===== config.mk =====
export PLATFORM = sky130hd
export DESIGN_NAME = mav3_cell
export DESIGN_NICKNAME = d
export VERILOG_FILES = /design/src/hw/rtl/mav3_pkg.sv /design/src/hw/rtl/mav3_cell.sv
export SDC_FILE = /design/constraint.sdc
export NUM_CORES = 1
export LEC_CHECK = 0
export BUFFER_PORTS_ARGS = -buffer_cell sky130_fd_sc_hd__buf_2
export CAP_MARGIN = 5
export CORE_MARGIN = 2
export CORE_UTILIZATION = 44
export CTS_BUF_LIST = sky130_fd_sc_hd__clkbuf_16
export CTS_CLUSTER_SIZE = 16
export DETAILED_ROUTE_END_ITERATION = 8
export GPL_ROUTABILITY_DRIVEN = 0
export PLACE_DENSITY = 0.79
export SLEW_MARGIN = 40
export SYNTH_ARGS = -nofsm -noshare
export SYNTH_HDL_FRONTEND = slang
export SYNTH_SLANG_ARGS = --single-unit
export TNS_END_PERCENT = 5

===== constraint.sdc =====
create_clock -name clk -period 0.85 [get_ports clk]
set_input_delay 0.17 -clock clk [delete_from_list [all_inputs] [get_ports clk]]
set_output_delay 0.17 -clock clk [all_outputs]
set_load 0.1 [all_outputs]

===== src/hw/rtl/mav3_pkg.sv =====
// Shared constants, types and divider reciprocal for moving_average_3axis.
// Depends on nothing.
package mav3_pkg;

	localparam int AXES     = 3;
	localparam int SAMPLE_W = 16;
	localparam int WINDOW   = 20;

	localparam int AX_X = 0;
	localparam int AX_Y = 1;
	localparam int AX_Z = 2;

	// largest window sum magnitude and the widths that follow from it
	localparam longint unsigned MAG_MAX = longint'(WINDOW) << (SAMPLE_W - 1);
	localparam int MAG_W = $clog2(MAG_MAX + 1);
	localparam int SUM_W = MAG_W + 1;

	// reciprocal of WINDOW, exact for every magnitude below 2**MAG_W
	localparam int RECIP_SHIFT = MAG_W + $clog2(WINDOW);
	localparam longint unsigned RECIP_VAL =
		((64'd1 << RECIP_SHIFT) + longint'(WINDOW) - 1) / longint'(WINDOW);
	localparam int RECIP_W = $clog2(RECIP_VAL + 1);
	localparam int PROD_W  = MAG_W + RECIP_W;
	localparam logic [RECIP_W-1:0] RECIP = RECIP_VAL[RECIP_W-1:0];

	typedef logic [AXES-1:0][SAMPLE_W-1:0] triple_t;
	typedef logic signed [SUM_W-1:0] sum_t;
	typedef logic signed [SAMPLE_W-1:0] sample_t;

	typedef struct packed {
		logic en_s2;
		logic en_s3;
	} pipe_ctl_t;

endpackage


===== src/hw/rtl/mav3_cell.sv =====
// One cell of the sample delay line: holds a three-axis sample and
// hands it to the next cell on each accepted word. Depends on mav3_pkg.
module mav3_cell (
	input  logic              clk,
	input  logic              arst_n,
	input  logic              en,
	input  mav3_pkg::triple_t d,
	output mav3_pkg::triple_t q
);
	import mav3_pkg::*;

	always_ff @(posedge clk or negedge arst_n) begin
		if (!arst_n) begin
			q <= '0;
		end else if (en) begin
			q <= d;
		end
	end
endmodule


After elaboration in Yosys (flattened, before gate mapping)
Index checks and enable logic that the tools add are counted.
Storage, ports and cells
  input port bits: 51
  bits in registers: 48
  logic and storage cells: 3
  output and inout bits: 48

Longest topological paths before layout
Gate-level depths: netlist (run 1).
  depth after elaboration: 0
  mapped depth: 3
  depth with buffers taken out: 1

Worst setup path before layout (run 1)
No wires, ideal clock.
  kind: register to register
  start point: register, netlist name q[0]
  end point: register q[0] (netlist name)
  clock period less this slack: 1.258 ns
  library setup time: 0.126 ns
  slack: -0.408 ns
  buffers on the path: 0
  stages on the path, launching flop included: 2
  data arrival time: 1.132 ns
  data required time: 0.724 ns
  path through: dfrtp_1 mux2_4
RTL lines
  end signal, assigned: line mav3_cell.sv:14  | q <= '0;
  end signal, assigned: line mav3_cell.sv:16  | q <= d;
  end, declared: line mav3_cell.sv:8  | output mav3_pkg::triple_t q

Worst setup path after layout (run 1)
  start point: register q[28] (netlist name)
  end point: output q[28] (netlist name)
No word-level cell between the ends.

==> results of run 1 <==
==> area by class of cell <==
class                      count  area [um^2]  area share [%]
timing repair buffer         104         1287           36.88
tap                           50        62.56           1.792
multi-input combinational     48        623.1           17.85
clock inverter                 3        11.26          0.3226
sequential                    48         1381           39.57
clock buffer                   5        125.1           3.584
==> what timing repair did <==
item,CTS,global route
setup endpoints to repair,96,96
setup buffers,0,1
endpoints found under the hold margin,48,0
hold buffers,1,0
resized for setup,0,3
==> kinds of logic after synthesis <==
logic type / share of synthesized area [%]
multiplexers: 33.09
buffers and inverters: 2.354
flip-flops: 64.56
==> placed cells by master, fill, tap and decap left out <==
master and n:
mux2_2 26, buf_6 1, clkinv_1 1, dlygate4sd3_1 1, mux2_4 22, dfrtp_4 48, buf_2 50, clkbuf_16 5
buf_4 2, buf_12 50, inv_1 2
==> report_power, final <==
part | switching, mW | internal [mW] | total, mW
Clock | 0.768 | 1.06 | 1.83
Sequential | 0.262 | 2.67 | 2.93
Combinational | 2.04 | 1.26 | 3.30
Total | 3.07 | 4.99 | 8.06
==> final timing paths <==
kind | from | to | slack [ns]
max | q[28]$_DFFE_PN0P_ | q[28] | -0.27
min | d[28] | q[28]$_DFFE_PN0P_ | 0.12
max reg2reg | q[14]$_DFFE_PN0P_ | q[14]$_DFFE_PN0P_ | -0.14
min reg2reg | q[43]$_DFFE_PN0P_ | q[43]$_DFFE_PN0P_ | 0.59
max in group asynchronous | arst_n | q[19]$_DFFE_PN0P_ | 0.20
min in group asynchronous | arst_n | q[46]$_DFFE_PN0P_ | 0.40
==> routing by layer <==
| metal | wire length, um | share of wire (%) |
|---|---|---|
| met1 | 1801 | 40 |
| met2 | 2284 | 51 |
| met3 | 388 | 8.6 |
| met4 | 37 | 0.82 |
| met5 | 0 | 0 |
==> metrics by stage <==
step | hold WS, ns | power (mW)
floorplan | -0.1256 | 4.901
global placement | 0.1670 | 6.206
detailed placement | 0.1737 | 6.275
CTS | 0.1130 | 8.100
global route | 0.1093 | 8.291
finish | 0.1155 | 8.055
==> flow_summary.toml, run 1 <==
[power_and_ir_drop]
peakVddDrop_v = 0.001868
power_density_nw_per_um2 = 2307
p_leak_nw = 1.559

[synth]
synthTopCellsByArea = "dfrtp_1, mux2_2, mux2_4, buf_6, buf_2"
synth_top_area_share_pct = 64.56
synth_seq_cells = 48
syn_area_um2 = 1861
synthFlopType = "dfrtp_1"
synthCells = 101
synth_area_leader_cell = "dfrtp_1"
synth_warnings = 0
synth-edff-count = 0
synth_area_per_cell_um2 = 18.42
synth_most_common_cell = "dfrtp_1"
yosys-top-cells-count = "dfrtp_1, mux2_2, mux2_4, buf_6, buf_2"
ys_seq_area_share_pct = 64.56
synth_nets = 152
yosysUniqueCellTypes = 5
async_flop_share_pct = 100.0

[routing]
drc = 0
wl_per_cell_um = 17.48
num_vias = 1220
detail_route.iter0.violations = 72
totalWireLength_um = 4511
drtAntennaViolNets = 0
drt_first_pass_iters = 2
routed_via_density = 4.729

[grt]
grt_pass1_vias = 1389
use_met3_pct = 7.895
met1_usage_pct = 25.22
grt_use_total_pct = 19.69
grt_use_met2_pct = 31.84
grt_pass1_wl_um = 7320
grt_max_degree = 49
antenna_found_initial = 0
grt_overflow = 0
globalRoute.busiestLayer = "met2"

[floorplan]
core_um2 = 4029
core.rowCount = 23
chipWidth_um = 69.03
die-area_um2 = 4764
initial_utilization_pct = 46.18
ios = 99
die-height_um = 69.03

[finish]
n_antenna_cell = 0
biggestRegsByFlops = "q (48)"
syn_to_final_growth_pct = 87.63
final_cell_area_um2 = 3491
layout-drive-gt1-share_pct = 98.08
fillers = 183
largest-register = "q"
final_util_pct = 86.65
layout.cells.non_filler = 258
nNetsFinal = 258
largest_register_ff_count = 48

[placed_design]
port_buffers = 98
place_area_um2 = 3326
dp_hpwl_um = 3420
post-place-ws_ns = -0.2017
dp.cells = 248

[timing]
setup_viol = 96
rsz0062_at_grt = "yes"
period_needed_ns = 1.125
layout_setup_ws_ns = -0.2748
finClkSkew_ns = 0
fmax_ghz = 0.8891
worstMarginPinSlew_ns = 0.2594
maxSlewViolCount = 0
report.final.hold_viol_count = 0
period_share_pct = 132.3
fin_setup_tns_ns = -13.89
worst_slew_margin_rel_pct = 82.71

[run_status]
violations = "negative setup slack"
status = "finished with violations"

[job]
drv_cap = 0

[clock_tree]
numCtsBuffers = 5
clockBufferDepth = 2
cts.clk_slew.worst_paths_ns = 0.06
cts_tree = "built"
cts_max_level = 2
root_buffer = "clkbuf_16"
clkLatencyLatePin_ns = 0.28
clkSinkCount = 48

[critical_path]
crit_fanout = 2
startpoint_type = "register"
cp_slowest_cell = "dfrtp_4"
r2r_cells = 2
crit_family = "flip-flops"
crit_cells = 1
path_buf_inv = 1
arrival_ns = 0.95
crit_chain = "buf_12"
crit_required_ns = 0.68
max_stage_delay_ns = 0.50
worstSetupPathType = "register to primary output"
worstSetupEndpointType = "primary output"

[worst_hold_path]
hp-class = "input pin to register"
hold_depth = 2
Note: power is estimated with default switching activity, not from simulation.
==> run 2: changes to the inputs <==
Settings changed: ABC_AREA from default to 1, BUFFER_PORTS_ARGS -buffer_cell sky130_fd_sc_hd__buf_2 to -buffer_cell sky130_fd_sc_hd__clkbuf_2, CORE_UTILIZATION 44 to 42, PLACE_DENSITY 0.79 to 0.76.
==> flow_summary.toml, run 2 <==
[critical_path]
max_stage_delay_ns = 0.50
cp_slowest_cell = "dfrtp_4"
worstSetupEndpointType = "primary output"
crit_required_ns = 0.68
startpoint_type = "register"
path_buf_inv = 1
crit_family = "flip-flops"
crit_fanout = 2
r2r-start = "q[40]$_DFFE_PN0P_"
r2r-end = "q[40]$_DFFE_PN0P_"
reg2reg_setup_slack_ns = 0.10
crit_chain = "buf_12"
r2r_cells = 2
worstSetupPathType = "register to primary output"
arrival_ns = 0.95

[routing]
detail_route.iter0.violations = 87
routed_via_density = 4.719
wl_met1_um = 1948
totalWireLength_um = 4899
drc = 0
dr_wl_met3_um = 486
drtAntennaViolNets = 0
wl_met2_um = 2375
wl_per_cell_um = 13.76
top_layer = "met4"
drt_first_pass_iters = 4
num_vias = 1680

[power_and_ir_drop]
clockPowerShare_pct = 24.1
total_power_mw = 7.548
peakVddDrop_v = 0.001699
p_int_mw = 4.669
pwr-share-comb_pct = 38.2
p_seq_share_pct = 37.7
p_leak_nw = 1.719
power_density_nw_per_um2 = 2202
p_sw_share_pct = 38.14
power.net_switching_mw = 2.879

[synth]
yosysUniqueCellTypes = 5
synth_xor_area_share_pct = 0
synth_area_per_cell_um2 = 8.894
synth_top_family_by_area = "simple AND/OR/NAND/NOR gates"
synth-edff-count = 0
syn_area_um2 = 1805
synth_seq_cells = 48
synthCells = 203
async_flop_share_pct = 100.0
synth_area_leader_cell = "dfrtp_1"
synthAdderAreaFrac_pct = 0
ys_seq_area_share_pct = 66.53
yosys-top-cells-count = "nand2_1, dfrtp_1, buf_2, buf_4, inv_2"
synthFlopType = "dfrtp_1"
synth_most_common_cell = "nand2_1"
synth_top_area_share_pct = 66.53
synth_compound_area_share_pct = 0
synth_warnings = 0
synthMuxAreaShare_pct = 0
synth_nets = 254
synthSimpleGateAreaFrac_pct = 29.94
synthTopCellsByArea = "dfrtp_1, nand2_1, buf_2, buf_4, inv_2"

[timing]
setup_viol = 48
worstMarginPinSlew_ns = 0.2585
layout_setup_ws_ns = -0.2723
finClkSkew_ns = 0
report.final.hold_viol_count = 0
period_share_pct = 132.0
whs_ns = 0.08543
fmax_ghz = 0.8910
period_needed_ns = 1.122
maxSlewViolCount = 0
rsz0062_at_grt = "yes"
worst_slew_margin_rel_pct = 82.76

[worst_hold_path]
hold_end = "q[29]$_DFFE_PN0P_"
hp-class = "input pin to register"
hold_path_startpoint = "d[29]"
hold_depth = 3

[clock_tree]
clkLatencyLatePin_ns = 0.28
cts_max_level = 2
numCtsBuffers = 5
cts.clk_slew.worst_paths_ns = 0.06
clkSinkCount = 48
root_buffer = "clkbuf_16"
cts_setup_buffers = 0
cts_tree = "built"
cts_resized = 0
clockBufferDepth = 2

[floorplan]
die-height_um = 69.57
die-area_um2 = 4839
core.rowCount = 23
ios = 99
chipWidth_um = 69.57
core_um2 = 4058
initial_utilization_pct = 44.50

[grt]
grt_pass1_vias = 1760
antenna_found_initial = 0
grt_max_degree = 49
grt_overflow = 0
grt_pass1_wl_um = 8114
grt_use_total_pct = 21.38

[run_status]
status = "finished with violations"
violations = "negative setup slack"

[finish]
final_common_cell = "nand2_1"
layout-drive-gt1-share_pct = 51.63
layout_common_cells = "nand2_1, buf_12, clkbuf_2"
largest-register = "q"
biggestRegsByFlops = "q (48)"
nNetsFinal = 356
syn_to_final_growth_pct = 89.88
n_antenna_cell = 0
largest_register_ff_count = 48

[placed_design]
post-place-ws_ns = 0.01550
port_buffers = 98
dp_hpwl_um = 3671

[job]
drv_cap = 0
run 2: cell types whose count changed after synthesis, moves of 3 or more:
cell / change
buf_2: +4
buf_6: -3
mux2_2: -28
nand2_1: +144
buf_4: +4
mux2_4: -20
run 2: kinds of logic after synthesis:
logic type / Yosys count
simple gates: 144
buf+inv: 11
flops: 48
run 2: power by group through the flow:
stage	Sequential, mW	Clock, mW	Combinational, mW
floorplan	4.29	0	0.240
finish	2.84	1.82	2.88
CTS	2.84	1.86	2.91
detailed placement	2.89	0	2.90
global placement	2.87	0	2.86
global route	2.87	1.95	2.99
run 2: repair_timing:
item / CTS / global route
endpoints found under the hold margin: 48 / 0
hold buffers: 1 / 0
setup endpoints to repair: 48 / 48
run 2: how the worst max path moves through the flow:
stage	cells past startpoint	to	start	slack, ns
2_1_floorplan	2	q[0]$_DFFE_PN0P_	q[0]$_DFFE_PN0P_	-0.003
3_3_place_gp	1	q[5]	q[5]$_DFFE_PN0P_	0.04
3_5_place_dp	5	q[40]$_DFFE_PN0P_	en	0.02
4_1_cts	1	q[37]	q[37]$_DFFE_PN0P_	-0.28
5_1_grt	1	q[29]	q[29]$_DFFE_PN0P_	-0.29
6_report	1	q[37]	q[37]$_DFFE_PN0P_	-0.27
run 2: area by class of cell:
cell class / count / area [um^2]
clock buffer: 5 / 125.1
clock inverter: 3 / 11.26
fill: 204 / 629.4
inverter: 1 / 3.754
multi-input combinational: 144 / 540.5
sequential: 48 / 1381
tap: 50 / 62.56
timing repair buffer: 105 / 1304
run 2: through the flow:
step	std cells	setup TNS (ns)	cell area, um^2	util (%)
after CTS	356	-12.85	3428	84.49
final	356	-12.55	3428	84.49
after floorplan	203	-0.1418	1986	-
after global placement	347	0	3282	80.88
after detailed placement	347	0	3282	80.88
after global routing	356	-13.45	3428	84.49
run 2: metal layers:
| metal | track usage, % | vias up |
|---|---|---|
| met3 | 8.430 | 10 |
| met1 | 25.02 | 780 |
| met5 | 0 | - |
| li1 | - | 807 |
| met4 | 6.100 | 0 |
| met2 | 36.43 | 83 |
