**src/hw/rtl/mav3_pkg.sv**
```systemverilog
// Shared constants, types and divider reciprocal for moving_average_3axis.
// Depends on nothing.
package mav3_pkg;

	localparam int AXES     = 3;
	localparam int SAMPLE_W = 16;
	localparam int WINDOW   = 20;

	localparam int AX_X = 0;
	localparam int AX_Y = 1;
	localparam int AX_Z = 2;

	// largest window sum magnitude and the widths that follow from it
	localparam longint unsigned MAG_MAX = longint'(WINDOW) << (SAMPLE_W - 1);
	localparam int MAG_W = $clog2(MAG_MAX + 1);
	localparam int SUM_W = MAG_W + 1;

	// reciprocal of WINDOW, exact for every magnitude below 2**MAG_W
	localparam int RECIP_SHIFT = MAG_W + $clog2(WINDOW);
	localparam longint unsigned RECIP_VAL =
		((64'd1 << RECIP_SHIFT) + longint'(WINDOW) - 1) / longint'(WINDOW);
	localparam int RECIP_W = $clog2(RECIP_VAL + 1);
	localparam int PROD_W  = MAG_W + RECIP_W;
	localparam logic [RECIP_W-1:0] RECIP = RECIP_VAL[RECIP_W-1:0];

	typedef logic [AXES-1:0][SAMPLE_W-1:0] triple_t;
	typedef logic signed [SUM_W-1:0] sum_t;
	typedef logic signed [SAMPLE_W-1:0] sample_t;

	typedef struct packed {
		logic en_s2;
		logic en_s3;
	} pipe_ctl_t;

endpackage

```
**src/hw/rtl/mav3_div.sv**
```systemverilog
// Signed divide of one axis window sum by WINDOW, truncating toward zero.
// Two stages: reciprocal multiply, then shift and sign restore. Depends on mav3_pkg.
module mav3_div (
	input  logic                clk,
	input  mav3_pkg::pipe_ctl_t ctl,
	input  mav3_pkg::sum_t      sum,
	output mav3_pkg::sample_t   avg
);
	import mav3_pkg::*;

	logic [SUM_W-1:0]    abs_v;
	logic [MAG_W-1:0]    mag;
	logic [PROD_W-1:0]   prod_s2;
	logic                neg_s2;
	logic [SAMPLE_W-1:0] quo;
	sample_t             avg_s3;

	assign abs_v = sum[SUM_W-1] ? SUM_W'(-sum) : SUM_W'(sum);
	assign mag   = abs_v[MAG_W-1:0];
	assign quo   = prod_s2[RECIP_SHIFT +: SAMPLE_W];

	always_ff @(posedge clk) begin
		if (ctl.en_s2) begin
			neg_s2  <= sum[SUM_W-1];
			prod_s2 <= PROD_W'(mag) * PROD_W'(RECIP);
		end
		if (ctl.en_s3) begin
			avg_s3 <= neg_s2 ? sample_t'(-quo) : sample_t'(quo);
		end
	end

	assign avg = avg_s3;
endmodule

```
**config.mk**
```make
export PLATFORM = sky130hd
export DESIGN_NAME = mav3_div
export DESIGN_NICKNAME = d
export VERILOG_FILES = /design/src/hw/rtl/mav3_pkg.sv /design/src/hw/rtl/mav3_div.sv
export SDC_FILE = /design/constraint.sdc
export NUM_CORES = 1
export LEC_CHECK = 0
export BUFFER_PORTS_ARGS = -buffer_cell sky130_fd_sc_hd__buf_2
export CORE_MARGIN = 2
export CORE_UTILIZATION = 50
export CTS_CLUSTER_DIAMETER = 40
export DETAILED_ROUTE_END_ITERATION = 12
export PLACE_DENSITY = 0.7
export REMOVE_ABC_BUFFERS = 1
export SETUP_SLACK_MARGIN = 0.05
export SYNTH_ARGS = -nofsm -noshare
export SYNTH_HDL_FRONTEND = slang
export SYNTH_SLANG_ARGS = --single-unit
```
**constraint.sdc**
```tcl
create_clock -name clk -period 8.52 [get_ports clk]
set_input_delay 0.426 -clock clk [delete_from_list [all_inputs] [get_ports clk]]
set_output_delay 0.426 -clock clk [all_outputs]
set_load 0.02 [all_outputs]
```
# After elaboration in Yosys (flattened, before gate mapping)
# Index checks and enable logic that the tools add are counted.
# classes
addsub	2
n_mux	2
n_mul	1
# op_table
cell	n
multiplier 20 x 20 -> 40 bit (second input constant)	1
two-way mux 20 bit	1
negator 20 bit	1
two-way mux 16 bit	1
negator 16 bit	1
# totals
elab_cells	8
regBits	57

# Longest topological paths before layout
# Gate-level depths: netlist of the first run.
# logic_depth
ltp_word	3
mapped_depth	28
ltp_nobuf	27

# Least setup slack after synthesis of the first run
# Ideal clock, no wire load.
# synth_timing
path_type	input -> register
from	input sum[4]
to	register prod_s2[36] (data pin)
n_path_buf	1
cell_stages	25
path_slack_ns	1.332
arrival_ns	6.928
required_ns	8.260
cell_sequence	buf_4 nor4_1 nand3_1 o31a_2 xnor2_1 inv_1 ha_1 fa_1 ha_1 inv_1 fa_1 inv_1 fa_1 fa_1 inv_1 fa_1 inv_1 ha_1 nand2_1 or4_1 o21ai_0 a21oi_1 o31ai_1 a31oi_1 xnor2_1
# synth_via
elab_chain_cells	3
# synth_lines
item	line	text
from (decl)	mav3_div.sv:6	input mav3_pkg::sum_t sum,
negator 20 bit	mav3_div.sv:18	assign abs_v = sum[SUM_W-1] ? SUM_W'(-sum) : SUM_W'(sum);
two-way mux 20 bit (*)	mav3_div.sv:18	
multiplier 20 x 20 -> 40 bit (*)	mav3_div.sv:25	prod_s2 <= PROD_W'(mag) * PROD_W'(RECIP);
to (signal assigned)	mav3_div.sv:25	
to (decl)	mav3_div.sv:13	logic [PROD_W-1:0] prod_s2;
# Every way passes the cells marked *; elsewhere a longest branch is shown, timed or not.
# A chain may end at the register's enable or synchronous reset.

# Worst setup path after layout of the first run
# Same ends and word-level chain as after synthesis.

==> results of run 1 <==
## critical path: cells and delay by family
family | cells | cell delay, ps
adders and majority gates | 8 | 3610
AOI/OAI and AO/OA | 5 | 1630
and+or+nand+nor | 4 | 1310
xor gates and xnor gates | 2 | 600
buffers and inverters | 5 | 330
## metrics by stage
step                std cells  cell area (um^2)  hold slack (ps)
floorplan                 943              9196            477.5
global placement         1219              9738            507.9
detailed placement       1219              9738            512.9
CTS                      1227              9877            523.0
global route             1227              9877            548.8
finish                   1227              9877            520.2
## cells by family (layout without fill, tap and decap cells)
logic type	after synthesis	count (layout)	share of synthesized area
AO/OA/AOI/OAI	136	136	0.09647
flip-flops	33	33	0.1072
multiplexers	2	2	0.002165
XOR/XNOR	75	75	0.07184
adder cells (fa/ha/maj)	330	330	0.5528
buffers and inverters	250	295	0.1030
AND/OR/NAND/NOR	127	127	0.06657
## layer usage
metal | vias up | routed length [um]
li1 | 3203 | -
met1 | 3182 | 9691
met2 | 170 | 9837
met3 | 21 | 1126
met4 | 0 | 219
met5 | - | 0
## synthesized netlist by cell type, types with 4 or more instances
cell / instances
sky130_fd_sc_hd__a211oi_1: 5
sky130_fd_sc_hd__a21o_1: 15
sky130_fd_sc_hd__a21oi_1: 35
sky130_fd_sc_hd__a221oi_1: 4
sky130_fd_sc_hd__a31oi_1: 4
sky130_fd_sc_hd__clkbuf_1: 8
sky130_fd_sc_hd__edfxtp_1: 33
sky130_fd_sc_hd__fa_1: 131
sky130_fd_sc_hd__ha_1: 199
sky130_fd_sc_hd__inv_1: 239
sky130_fd_sc_hd__nand2_1: 49
sky130_fd_sc_hd__nand2b_1: 4
sky130_fd_sc_hd__nand3_1: 11
sky130_fd_sc_hd__nand4_1: 4
sky130_fd_sc_hd__nor2_1: 27
sky130_fd_sc_hd__nor3_1: 5
sky130_fd_sc_hd__nor4_1: 5
sky130_fd_sc_hd__o21ai_0: 31
sky130_fd_sc_hd__o21bai_1: 4
sky130_fd_sc_hd__o31ai_1: 11
sky130_fd_sc_hd__o41ai_1: 5
sky130_fd_sc_hd__or3_1: 4
sky130_fd_sc_hd__or4_1: 4
sky130_fd_sc_hd__xnor2_1: 48
sky130_fd_sc_hd__xor2_1: 26
## registers in the layout, indices dropped and copies added (netlist names)
register,cells
neg_s2,1
prod_s2,16
avg,16
## layout make-up
class,count,area share
multi-input combinational,670,0.7395
sequential,33,0.1003
inverter,240,0.09121
tap,229,0.02901
timing repair buffer,47,0.02584
clock buffer,6,0.01305
clock inverter,2,0.001013
## worst max path at each step
stage             endpoint  slack (ps)  cells past startpoint   start
3_5_place_dp   prod_s2[36]         350                     24  sum[4]
5_1_grt        prod_s2[36]         230                     24  sum[4]
3_3_place_gp   prod_s2[36]         450                     24  sum[4]
6_report       prod_s2[36]         620                     24  sum[4]
4_1_cts        prod_s2[36]         630                     24  sum[4]
2_1_floorplan  prod_s2[37]        1430                     24  sum[9]
==> impl_metrics.xml, run 1 <==
<?xml version="1.0" encoding="UTF-8"?>
<metrics>
  <group name="timing">
    <metric name="fin_tns_setup" unit="ps">0</metric>
    <metric name="rsz0062_at_grt" unit="">no</metric>
    <metric name="post-route-worst-setup-slack" unit="ps">623.1</metric>
    <metric name="worst_slew_pin_slew" unit="ps">873.3</metric>
    <metric name="final_period_minus_worst_setup_slack" unit="ps">7897</metric>
    <metric name="min_period_over_period" unit="">0.9269</metric>
    <metric name="clock.fmax" unit="MHz">126.6</metric>
    <metric name="hold_violations" unit="">0</metric>
    <metric name="slew_viol_final" unit="">0</metric>
    <metric name="timing.slew.headroom" unit="">0.4136</metric>
    <metric name="layout_skew" unit="ps">3.675</metric>
    <metric name="timing.final.setup_violations" unit="">0</metric>
  </group>
  <group name="global_routing">
    <metric name="grt_max_degree" unit="">23</metric>
    <metric name="globalRoute.busiestLayer" unit="">met2</metric>
    <metric name="use_met1" unit="">0.3036</metric>
    <metric name="first_pass_grt_wire_length" unit="um">33850</metric>
    <metric name="gr-total-overflow" unit="">0</metric>
    <metric name="grt_use_met2" unit="">0.3718</metric>
    <metric name="grtUsageMet3" unit="">0.03214</metric>
    <metric name="number_of_global_route_vias_before_repair" unit="">6696</metric>
    <metric name="grtUsageTotal" unit="">0.2173</metric>
    <metric name="grt_antenna_before_repair" unit="">0</metric>
  </group>
  <group name="critical_path">
    <metric name="rr_worst_depth" unit="">7</metric>
    <metric name="rr_startpoint" unit="">prod_s2[25]</metric>
    <metric name="r2r-end" unit="">avg[13]</metric>
    <metric name="timing.critical_path.slowest_stage_cell" unit="">sky130_fd_sc_hd__fa_1</metric>
    <metric name="path_cells" unit="">buf_2 -&gt; nor4_1 -&gt; nand3_1 -&gt; o41ai_1 -&gt; xnor2_1 -&gt; ha_1 -&gt; fa_1 -&gt; ha_1 -&gt; inv_1 -&gt; fa_1 -&gt; inv_1 -&gt; fa_1 -&gt; fa_1 -&gt; inv_1 -&gt; fa_1 -&gt; inv_1 -&gt; ha_1 -&gt; nand2_1 -&gt; or4_1 -&gt; o21ai_0 -&gt; a21oi_1 -&gt; o31ai_1 -&gt; a31oi_1 -&gt; xnor2_1</metric>
    <metric name="critPathMostFrequentCell" unit="">sky130_fd_sc_hd__fa_1</metric>
    <metric name="arrival" unit="ps">7920</metric>
    <metric name="criticalPathCategory" unit="">input port to flop</metric>
    <metric name="cp_slowest_stage_delay" unit="ps">550</metric>
    <metric name="reg2reg_setup_slack" unit="ps">6240</metric>
    <metric name="setup.worst_path.start_class" unit="">input port</metric>
    <metric name="critPathRequiredTime" unit="ps">8540</metric>
    <metric name="timing.critical_path.to_type" unit="">flop</metric>
    <metric name="timing.critical_path.fanout_max" unit="">7</metric>
  </group>
  <group name="synthesis">
    <metric name="postSynth.topFlopCell" unit="">sky130_fd_sc_hd__edfxtp_1</metric>
    <metric name="post_synth.cell_area_avg" unit="um^2">9.704</metric>
    <metric name="synth_top_area_cell" unit="">sky130_fd_sc_hd__fa_1</metric>
    <metric name="synth-warning-count" unit="">0</metric>
    <metric name="synth_async_sr_flop_share" unit="">0</metric>
    <metric name="synth_register_bits" unit="">33</metric>
    <metric name="ys_types" unit="">52</metric>
    <metric name="yosysTopAreaCellShare" unit="">0.2836</metric>
    <metric name="ys_top_cells_by_area" unit="">sky130_fd_sc_hd__fa_1, sky130_fd_sc_hd__ha_1, sky130_fd_sc_hd__edfxtp_1</metric>
    <metric name="seq_area_frac_synth" unit="">0.1072</metric>
    <metric name="cells_after_synthesis" unit="">953</metric>
    <metric name="synth_edf_count" unit="">33</metric>
    <metric name="syn-cell-area" unit="um^2">9248</metric>
  </group>
  <group name="die">
    <metric name="top_ports" unit="">40</metric>
    <metric name="chipWidth" unit="um">140.0</metric>
    <metric name="die_area" unit="um^2">19600</metric>
    <metric name="std_cell_rows" unit="">49</metric>
    <metric name="core" unit="um^2">18020</metric>
    <metric name="start_util" unit="">0.5131</metric>
    <metric name="die_y" unit="um">140.0</metric>
  </group>
  <group name="finish">
    <metric name="most_common_cell_after_layout_fill_and_taps_aside" unit="">sky130_fd_sc_hd__inv_1</metric>
    <metric name="seq_area" unit="um^2">991.0</metric>
    <metric name="final_core_utilization" unit="">0.5480</metric>
    <metric name="multi_input_area" unit="um^2">7305</metric>
    <metric name="mostFrequentLayoutCells" unit="">sky130_fd_sc_hd__inv_1, sky130_fd_sc_hd__ha_1, sky130_fd_sc_hd__fa_1</metric>
    <metric name="antenna_cells_inserted" unit="">0</metric>
    <metric name="final_layout_size_suffix_gt1_frac" unit="">0.06212</metric>
    <metric name="fillers" unit="">1635</metric>
    <metric name="design.final.nets" unit="">1351</metric>
    <metric name="area_delta_synth_final" unit="%">6.806</metric>
  </group>
  <group name="routing">
    <metric name="drt-wirelength-per-cell" unit="um">17.01</metric>
    <metric name="route.antenna.remaining_nets" unit="">0</metric>
    <metric name="via_count" unit="">6576</metric>
    <metric name="avgViaCountPerCell" unit="">5.359</metric>
    <metric name="drtIter0Drc" unit="">466</metric>
    <metric name="total_wire_length_after_detailed_routing" unit="um">20880</metric>
    <metric name="detailedRoute.firstPassIterationCount" unit="">4</metric>
    <metric name="drt_drc" unit="">0</metric>
  </group>
  <group name="clock_tree">
    <metric name="root_buffer" unit="">sky130_fd_sc_hd__clkbuf_16</metric>
    <metric name="clock-sinks" unit="">33</metric>
    <metric name="cts_made_buffers" unit="">5</metric>
    <metric name="cts_htree_levels" unit="">2</metric>
    <metric name="cts.clk_slew.worst_paths" unit="ps">50</metric>
    <metric name="cts-root-to-sink-buffers" unit="">2</metric>
    <metric name="number_of_hold_buffers_added_after_cts" unit="">0</metric>
    <metric name="cts_post_setup_buffers_inserted" unit="">0</metric>
    <metric name="cts_tree" unit="">yes</metric>
    <metric name="clkLatencyLatePin" unit="ps">270</metric>
    <metric name="cts.repair.resized" unit="">0</metric>
  </group>
  <group name="worst_hold_path">
    <metric name="min_delay_worst_endpoint" unit="">avg[0]</metric>
    <metric name="worstHoldStart" unit="">prod_s2[25]</metric>
    <metric name="worst_min_delay_path_category" unit="">flop to flop</metric>
    <metric name="timing.hold.worst_path_depth" unit="">0</metric>
  </group>
  <group name="placed_design">
    <metric name="post-place-ws" unit="ps">350.1</metric>
    <metric name="hpwlAfterDp" unit="um">18700</metric>
    <metric name="place.gp.congestion" unit="">1.001</metric>
    <metric name="buffers_added_on_ports" unit="">39</metric>
  </group>
  <group name="run_status">
    <metric name="run_status" unit="">complete, no violations</metric>
  </group>
  <group name="job">
    <metric name="drv.max_cap_violation_count" unit="">0</metric>
  </group>
</metrics>
Power of run 1 is not shown: default switching activity piles up to over one toggle a cycle in this logic, so the estimate is an artifact.
==> run 2, diff against run 1 <==
Settings changed: PLACE_DENSITY 0.7 to 0.67.
==> impl_metrics.xml, run 2 (synthesis gave the netlist of run 1 again) <==
<?xml version="1.0" encoding="UTF-8"?>
<metrics>
  <group name="global_routing">
    <metric name="gr-total-overflow" unit="">0</metric>
    <metric name="grtUsageTotal" unit="">0.2206</metric>
    <metric name="grt_antenna_before_repair" unit="">0</metric>
    <metric name="grt_max_degree" unit="">23</metric>
    <metric name="number_of_global_route_vias_before_repair" unit="">6815</metric>
    <metric name="first_pass_grt_wire_length" unit="um">33980</metric>
  </group>
  <group name="finish">
    <metric name="area_delta_synth_final" unit="%">6.697</metric>
    <metric name="seq_area" unit="um^2">991.0</metric>
    <metric name="final_layout_size_suffix_gt1_frac" unit="">0.05918</metric>
    <metric name="multi_input_area" unit="um^2">7305</metric>
    <metric name="mostFrequentLayoutCells" unit="">sky130_fd_sc_hd__inv_1, sky130_fd_sc_hd__ha_1, sky130_fd_sc_hd__fa_1</metric>
    <metric name="design.final.nets" unit="">1350</metric>
    <metric name="most_common_cell_after_layout_fill_and_taps_aside" unit="">sky130_fd_sc_hd__inv_1</metric>
    <metric name="antenna_cells_inserted" unit="">0</metric>
    <metric name="fillers" unit="">1661</metric>
  </group>
  <group name="die">
    <metric name="chipWidth" unit="um">140.0</metric>
    <metric name="die_area" unit="um^2">19600</metric>
    <metric name="std_cell_rows" unit="">49</metric>
    <metric name="core" unit="um^2">18020</metric>
    <metric name="top_ports" unit="">40</metric>
    <metric name="die_y" unit="um">140.0</metric>
    <metric name="start_util" unit="">0.5131</metric>
  </group>
  <group name="routing">
    <metric name="drt_drc" unit="">0</metric>
    <metric name="route.antenna.remaining_nets" unit="">0</metric>
    <metric name="detailedRoute.firstPassIterationCount" unit="">5</metric>
    <metric name="drtIter0Drc" unit="">488</metric>
    <metric name="via_count" unit="">6546</metric>
    <metric name="total_wire_length_after_detailed_routing" unit="um">21010</metric>
    <metric name="avgViaCountPerCell" unit="">5.339</metric>
    <metric name="drt-wirelength-per-cell" unit="um">17.14</metric>
  </group>
  <group name="clock_tree">
    <metric name="cts.repair.resized" unit="">0</metric>
    <metric name="cts_htree_levels" unit="">2</metric>
    <metric name="cts-root-to-sink-buffers" unit="">2</metric>
    <metric name="root_buffer" unit="">sky130_fd_sc_hd__clkbuf_16</metric>
    <metric name="clock-sinks" unit="">33</metric>
    <metric name="cts_tree" unit="">yes</metric>
    <metric name="clkLatencyLatePin" unit="ps">270</metric>
    <metric name="cts_post_setup_buffers_inserted" unit="">0</metric>
    <metric name="cts_made_buffers" unit="">5</metric>
    <metric name="number_of_hold_buffers_added_after_cts" unit="">0</metric>
    <metric name="cts.clk_slew.worst_paths" unit="ps">50</metric>
  </group>
  <group name="placed_design">
    <metric name="post-place-ws" unit="ps">481.0</metric>
    <metric name="hpwlAfterDp" unit="um">18830</metric>
    <metric name="buffers_added_on_ports" unit="">39</metric>
    <metric name="place.gp.congestion" unit="">0.9532</metric>
  </group>
  <group name="timing">
    <metric name="post-route-worst-setup-slack" unit="ps">710.9</metric>
    <metric name="hold_violations" unit="">0</metric>
    <metric name="worst_slew_pin_slew" unit="ps">898.4</metric>
    <metric name="layout_skew" unit="ps">2.736</metric>
    <metric name="rsz0062_at_grt" unit="">no</metric>
    <metric name="fin_tns_setup" unit="ps">0</metric>
    <metric name="timing.final.setup_violations" unit="">0</metric>
    <metric name="clock.fmax" unit="MHz">128.1</metric>
    <metric name="timing.slew.headroom" unit="">0.3967</metric>
    <metric name="min_period_over_period" unit="">0.9166</metric>
    <metric name="final_period_minus_worst_setup_slack" unit="ps">7809</metric>
    <metric name="slew_viol_final" unit="">0</metric>
  </group>
  <group name="critical_path">
    <metric name="criticalPathCategory" unit="">input port to flop</metric>
    <metric name="timing.critical_path.fanout_max" unit="">4</metric>
    <metric name="setup.worst_path.start_class" unit="">input port</metric>
    <metric name="arrival" unit="ps">7800</metric>
    <metric name="critPathRequiredTime" unit="ps">8510</metric>
    <metric name="timing.critical_path.to_type" unit="">flop</metric>
  </group>
  <group name="job">
    <metric name="drv.max_cap_violation_count" unit="">0</metric>
  </group>
  <group name="run_status">
    <metric name="run_status" unit="">complete, no violations</metric>
  </group>
  <group name="worst_hold_path">
    <metric name="worst_min_delay_path_category" unit="">flop to flop</metric>
  </group>
</metrics>
## run 2: path summary, 6_finish.rpt
kind | depth (start not counted) | slack [ps] | from | end
setup / recovery | 24 | 710 | sum[9] | prod_s2[37]
hold / removal | 1 | 540 | prod_s2[40] | avg[15]
setup reg to reg | 7 | 6180 | prod_s2[25] | avg[13]
hold reg to reg | 1 | 540 | prod_s2[40] | avg[15]
## run 2: cell type report
class	instances	share of cell area
Inverter	240	0.09130
Clock buffer	8	0.01382
Multi-Input combinational cell	670	0.7403
Timing Repair Buffer	46	0.02511
Sequential cell	33	0.1004
Tap cell	229	0.02904
## run 2: metrics by stage
step                        util  area [um^2]  instances  hold WS [ps]
final                     0.5474         9867       1226         543.2
after detailed placement  0.5398         9731       1218         518.2
after floorplan                -         9196        943         477.5
after global placement    0.5398         9731       1218         509.8
after global routing      0.5474         9867       1226         579.6
after CTS                 0.5474         9867       1226         544.0
## run 2: per-layer routing
metal | GRT usage | vias up | share of wire
li1 | - | 3200 | -
met1 | 0.3056 | 3122 | 0.46
met2 | 0.3697 | 193 | 0.46
met3 | 0.03179 | 31 | 0.063
met4 | 0.04947 | 0 | 0.020
met5 | 0 | - | 0
## run 2: worst max-delay path: stages
cell,delay [ps]
sky130_fd_sc_hd__buf_2,130
sky130_fd_sc_hd__or4_4,560
sky130_fd_sc_hd__nand2b_4,170
sky130_fd_sc_hd__o41ai_1,380
sky130_fd_sc_hd__xor2_1,490
sky130_fd_sc_hd__inv_1,220
sky130_fd_sc_hd__ha_1,470
sky130_fd_sc_hd__fa_1,530
sky130_fd_sc_hd__ha_1,290
sky130_fd_sc_hd__inv_1,50
sky130_fd_sc_hd__fa_1,490
sky130_fd_sc_hd__inv_1,50
sky130_fd_sc_hd__fa_1,490
sky130_fd_sc_hd__fa_1,560
sky130_fd_sc_hd__inv_1,60
sky130_fd_sc_hd__fa_1,580
sky130_fd_sc_hd__inv_1,60
sky130_fd_sc_hd__ha_1,340
sky130_fd_sc_hd__a21oi_1,270
sky130_fd_sc_hd__inv_1,90
sky130_fd_sc_hd__a221oi_1,520
sky130_fd_sc_hd__and2_1,280
sky130_fd_sc_hd__o31a_1,170
sky130_fd_sc_hd__o311ai_0,110
Power of run 2 is left out for the same reason.
